<file path="src/sv/sbb_pkg.sv">
// Shared types, codes and defaults for the separable box blur block.
package sbb_pkg;

   localparam int DEF_MAX_WIDTH  = 1024;
   localparam int DEF_MAX_HEIGHT = 1024;
   localparam int DEF_MAX_RADIUS = 32;

   localparam int CSR_IDX_W  = 2;
   localparam int CSR_DATA_W = 11;

   localparam logic [CSR_IDX_W-1:0] REG_IMAGE_WIDTH  = 2'd0;
   localparam logic [CSR_IDX_W-1:0] REG_IMAGE_HEIGHT = 2'd1;
   localparam logic [CSR_IDX_W-1:0] REG_BLUR_RADIUS  = 2'd2;

   localparam logic [10:0] RST_IMAGE_WIDTH  = 11'd640;
   localparam logic [10:0] RST_IMAGE_HEIGHT = 11'd480;
   localparam logic [5:0]  RST_BLUR_RADIUS  = 6'd20;

   localparam logic CMD_PIXEL = 1'b0;
   localparam logic CMD_FLUSH = 1'b1;

   typedef struct packed {
      logic       command;
      logic [7:0] in_red;
      logic [7:0] in_green;
      logic [7:0] in_blue;
   } req_type;

   typedef struct packed {
      logic [7:0] out_red;
      logic [7:0] out_green;
      logic [7:0] out_blue;
      logic       last_of_frame;
   } rsp_type;

   typedef enum logic [3:0] {
      ST_IDLE,
      ST_WR_PIX,
      ST_H_START,
      ST_H_SUM,
      ST_H_DIV,
      ST_H_WR,
      ST_ADV_IN,
      ST_CHECK,
      ST_V_START,
      ST_V_SUM,
      ST_V_DIV,
      ST_V_OUT
   } state_type;

   typedef struct packed {
      logic latch_req;
      logic write_pixel;
      logic h_init;
      logic x_next;
      logic h_start;
      logic v_start;
      logic div_start;
      logic line_write;
      logic adv_in;
      logic out_load;
      logic adv_out;
   } cmd_type;

   typedef struct packed {
      logic take_pixel;
      logic do_horiz;
      logic last_pass;
      logic sum_done;
      logic div_done;
      logic out_avail;
      logic rsp_free;
   } status_type;

endpackage

</file>
<file path="src/sv/sbb_ctrl.sv">
// Sequencer for the separable box blur: item intake, passes and result hand-off.
module sbb_ctrl (
   input  logic                clock,
   input  logic                reset,
   input  logic                req_valid,
   output logic                req_ready,
   input  sbb_pkg::status_type status,
   output sbb_pkg::cmd_type    cmd
);

   import sbb_pkg::*;

   state_type state_ff, state_in;

   always_ff @(posedge clock) begin
      if (reset) begin
         state_ff <= ST_IDLE;
      end else begin
         state_ff <= state_in;
      end
   end

   always_comb begin
      state_in  = state_ff;
      cmd       = '0;
      req_ready = 1'b0;
      unique case (state_ff)
         ST_IDLE: begin
            req_ready = 1'b1;
            if (req_valid) begin
               if (status.take_pixel) begin
                  cmd.latch_req = 1'b1;
                  state_in      = ST_WR_PIX;
               end else begin
                  state_in = ST_CHECK;
               end
            end
         end
         ST_WR_PIX: begin
            cmd.write_pixel = 1'b1;
            if (status.do_horiz) begin
               cmd.h_init = 1'b1;
               state_in   = ST_H_START;
            end else begin
               state_in = ST_ADV_IN;
            end
         end
         ST_H_START: begin
            cmd.h_start = 1'b1;
            state_in    = ST_H_SUM;
         end
         ST_H_SUM: begin
            if (status.sum_done) begin
               cmd.div_start = 1'b1;
               state_in      = ST_H_DIV;
            end
         end
         ST_H_DIV: begin
            if (status.div_done) begin
               state_in = ST_H_WR;
            end
         end
         ST_H_WR: begin
            cmd.line_write = 1'b1;
            if (status.last_pass) begin
               state_in = ST_ADV_IN;
            end else begin
               cmd.x_next = 1'b1;
               state_in   = ST_H_START;
            end
         end
         ST_ADV_IN: begin
            cmd.adv_in = 1'b1;
            state_in   = ST_CHECK;
         end
         ST_CHECK: begin
            state_in = status.out_avail ? ST_V_START : ST_IDLE;
         end
         ST_V_START: begin
            cmd.v_start = 1'b1;
            state_in    = ST_V_SUM;
         end
         ST_V_SUM: begin
            if (status.sum_done) begin
               cmd.div_start = 1'b1;
               state_in      = ST_V_DIV;
            end
         end
         ST_V_DIV: begin
            if (status.div_done) begin
               state_in = ST_V_OUT;
            end
         end
         ST_V_OUT: begin
            if (status.rsp_free) begin
               cmd.out_load = 1'b1;
               cmd.adv_out  = 1'b1;
               state_in     = ST_IDLE;
            end
         end
         default: begin
            state_in = ST_IDLE;
         end
      endcase
   end

endmodule

</file>
<file path="config.mk">
export PLATFORM = sky130hd
export DESIGN_NAME = sbb_ctrl
export DESIGN_NICKNAME = d
export VERILOG_FILES = /design/src/sv/sbb_pkg.sv /design/src/sv/sbb_ctrl.sv
export SDC_FILE = /design/constraint.sdc
export NUM_CORES = 1
export LEC_CHECK = 0
export BUFFER_PORTS_ARGS = -buffer_cell sky130_fd_sc_hd__buf_2
export CAP_MARGIN = 20
export CORE_MARGIN = 2
export CORE_UTILIZATION = 36
export CTS_CLUSTER_SIZE = 14
export DETAILED_ROUTE_END_ITERATION = 10
export GPL_ROUTABILITY_DRIVEN = 0
export GPL_TIMING_DRIVEN = 0
export SYNTH_ARGS = -nofsm -noshare
export SYNTH_HDL_FRONTEND = slang
export SYNTH_SLANG_ARGS = --single-unit
</file>
<file path="constraint.sdc">
create_clock -name clock -period 1.7 [get_ports clock]
set_input_delay 0.17 -clock clock [delete_from_list [all_inputs] [get_ports clock]]
set_output_delay 0.17 -clock clock [all_outputs]
set_load 0.02 [all_outputs]
</file>
* Word-level counts from Yosys, hierarchy flattened
Index checks and enable logic that the tools add are counted.
Word-level totals: RAM bits 0, register bits 4, bits in read-only memories 0, output and inout bits 12, latch bits 0, memories kept 0, word-level logic and storage cells 48
Operators by class: divide/modulo/power cells 0, bitwise operators 0, $mul 0, eq/ne operators 17, mux-type cells 27, reductions and logical operators 3, shifts and indexed selects 0, $lt $le $gt $ge 0, add/sub/neg operators 0
Operators with widths (count):
- case mux 4 bit (12 select lines) | 1
- 2-to-1 mux 4 bit | 7
- equality test 4 x 3 -> 1 bit, second input constant | 4
- equality test 4 bit, second input constant | 4
- 2-to-1 mux 1 bit | 13
- != test 2 bit, second input constant | 6
- 2-to-1 mux 3 bit | 3
- equality test 4 x 2 -> 1 bit, second input constant | 2
- 2-to-1 mux 2 bit | 3
- AND reduction 6 bit | 1
- equality test 4 x 1 -> 1 bit, second input constant | 1
- logical NOT 4 bit | 1
- OR reduction 2 bit | 1

* Depth between registers and ports, before layout
depth after elaboration 3, gate-level depth with buffers 5, gate-level depth less buffers 4

* Worst setup path before layout
OpenSTA, ideal clock, no wires.
path kind flip-flop to output port, start register state_ff[1], end output port cmd[10] (netlist bit), setup slack -0.235 ns, path buffers 2, stages on the path, launching flop included 5, arrival 1.765 ns, data required time 1.530 ns, path through dfxtp_1 > buf_6 > buf_2 > nor4_1 > and3_1
RTL lines:
- from (decl) | line sbb_ctrl.sv:13 | state_type state_ff, state_in;
- from (signal assigned) | line sbb_ctrl.sv:19 | state_ff <= state_in;
- to (decl) | line sbb_ctrl.sv:8 | output sbb_pkg::cmd_type cmd

==> results.toml <==
[run_status]
run_status = "complete, no violations"

[drt]
drt-total-wl_microns = 1344
ant_nets = 0
vias = 577
wl_per_cell_microns = 12.80
first_iter_violations = 12
viasPerCell = 5.495
drc = 0
dr.pass1.iters = 2

[worst_setup_path]
critPathMaxFanout = 10
required_ns = 1.53
path_class = "flip-flop to primary output"
worst_setup_path_start_kind = "flip-flop"
end_kind = "primary output"
cp.arrival_ns = 1.43

[timing]
fin_setup_tns_ns = 0
post-route-period-util_pct = 94.08
fin_crit_ns = 1.599
fmax_mhz = 625.2
hold_viol_final = 0
finalMaxSlewViolations = 0
worst_pin_slew_ns = 0.4136
skew_ns = 0.001097
setup_viol = 0
slew_headroom_pct = 71.72
rsz0062_at_grt = "no"

[finish]
stdcell_count = 105
largest_reg_flops = 4
largest-register = "state_ff"
layout_common_cells = "22 x buf_2, 5 x a21oi_1, 4 x clkbuf_4, 4 x nand2_1, 4 x nor3_1"
diodes = 0
layout_commonest_cell = "buf_2"
drive_gt1_share_pct = 42.22
seq_area_sq_um = 81.33
largestRegisters = "state_ff x4"
finalNetCount = 102
fill_cells = 149
area_growth_syn_to_layout_pct = 32.39
multi_input_area_sq_um = 404.1

[clock_tree]
cts_tree = "built"
numCtsBuffers = 3
worstSkewPairLatency_ns = 0.23
clk_path_buf_depth = 2
cts_hold_buf = 0
cts.sinks = 4
cts_root_buf = "clkbuf_4"
htreeDepth = 1
clkSlewWorstSetupHoldPaths_ns = 0.03

[logic_synthesis]
synth-compound-area-share_pct = 25.53
synth_seq_cells = 4
ys_top_cells_by_area = "dfxtp_1 15%, buf_6 6.4%, a2111oi_4 5.2%"
synthCells = 68
synth_xor_area_share_pct = 1.655
yosys.area_share.simple_pct = 42.32
ys.warnings.count = 0
synthAdderAreaFrac_pct = 0
synth_top_area_share_pct = 15.13
synth_mux_area_share_pct = 1.891
synth_top_family_by_area = "simple AND/OR/NAND/NOR gates"
synth-edff-count = 0
synth_nets = 78
avgSynthCellArea_sq_um = 7.783
ys_seq_area_share_pct = 15.13
syn_area_sq_um = 529.3
synth-main-ff-cell = "dfxtp_1"
async_flop_share_pct = 0
yosysUniqueCellTypes = 37
yosysTopAreaCell = "dfxtp_1"

[pwr]
switching_share_pct = 49.33
p_comb_share_pct = 73.1
power_density_mw_per_mm2 = 1437
vdd_ir_drop_max_mv = 0.6042
p_clk_share_pct = 11.1
net-switching-power_mw = 0.4965
p_leak_nw = 0.3203
p_int_mw = 0.5101
power_frac_seq_pct = 15.8

[hold_path]
hold_path_class = "input pin to flip-flop"

[floorplanning]
die_x_microns = 42.34
core.rowCount = 13
initial_core_util_pct = 39.68
core_area_sq_mm = 0.001334
io_pins = 22
die_h_microns = 42.34
dieArea_sq_mm = 0.001793

[job]
cap_violations = 0

[grt]
antenna_found_initial = 0
grt_remaining_overflow = 0
grt_pass1_vias = 490
grt_use_total_pct = 15.30
grt_pass1_wl_microns = 2208
grt_max_degree = 19

[place]
placed_cells = 104
io_buffers = 21
dp_hpwl_microns = 1065
==> stage by stage <==
stage	setup slack [ns]	instance area, sq um	power, mW	hold slack (ns)	utilization, %
6_report	0.1006	700.7	1.007	0.2216	52.53
2_1_floorplan	0.01549	540.5	0.7092	0.2391	-
3_3_place_gp	0.07200	664.4	0.8730	0.4537	49.81
3_5_place_dp	0.07732	664.4	0.8742	0.4512	49.81
5_1_grt	0.02235	700.7	1.089	0.2166	52.53
4_1_cts	0.01843	685.7	0.9886	0.2087	51.41
==> metal layers <==
layer	global-route usage [%]	routed length, microns
met1	21.28	682
met3	3.879	34
met2	24.31	627
met5	0	0
met4	1.875	0
==> final timing paths <==
check                      to  slack [ns]         from  cells past startpoint
setup / recovery       cmd[1]        0.10  state_ff[3]                      5
hold / removal    state_ff[3]        0.22        reset                      2
setup reg to reg  state_ff[1]        0.25  state_ff[0]                      5
hold reg to reg   state_ff[3]        0.64  state_ff[0]                      3
==> synthesized netlist by cell type (all sizes together) (2+ instances only) <==
cell / count
inv: 2
buf: 7
a31oi: 2
nor2: 3
o21ai: 4
nand2: 4
nor3b: 2
nand2b: 2
and3: 2
dfxtp: 4
a21oi: 5
a2111oi: 2
nor3: 4
and2b: 2
clkbuf: 2
and4: 2
nor4: 5
==> critical path: stages, from the launching register on <==
cell      delay (ns)
dfxtp_1         0.36
buf_6           0.17
clkbuf_4        0.21
and4_1          0.20
buf_4           0.10
buf_2           0.15
==> area by class of cell <==
type	count	area share, %
tap	15	2.679
inverter	2	1.071
timing repair buffer	21	15.00
buffer	7	8.750
multi-input combinational	53	57.68
sequential	4	11.61
clock buffer	3	3.214
==> logic make-up (layout without fill, tap and decap cells) <==
group / Yosys count / in the layout
AND/OR/NAND/NOR: 34 / 34
AO/OA/AOI/OAI: 17 / 17
buffers and inverters: 11 / 33
flip-flops: 4 / 4
XOR/XNOR: 1 / 1
multiplexers: 1 / 1
==> power by group through the flow <==
| stage | sequential [mW] | clock, mW | combinational [mW] |
|---|---|---|---|
| final | 0.159 | 0.112 | 0.736 |
| after global placement | 0.158 | 0 | 0.715 |
| after CTS | 0.159 | 0.118 | 0.712 |
| after global routing | 0.162 | 0.125 | 0.801 |
| after floorplan | 0.151 | 0 | 0.558 |
| after detailed placement | 0.159 | 0 | 0.715 |
==> what timing repair did <==
action | CTS | global route
gates cloned | 0 | 0
setup buffers | 0 | 0
pin swaps | 0 | 0
hold endpoints to repair | 0 | 0
setup endpoints to repair | 5 | 6
resized for setup | 2 | 6
(Power assumes the default switching activity.)
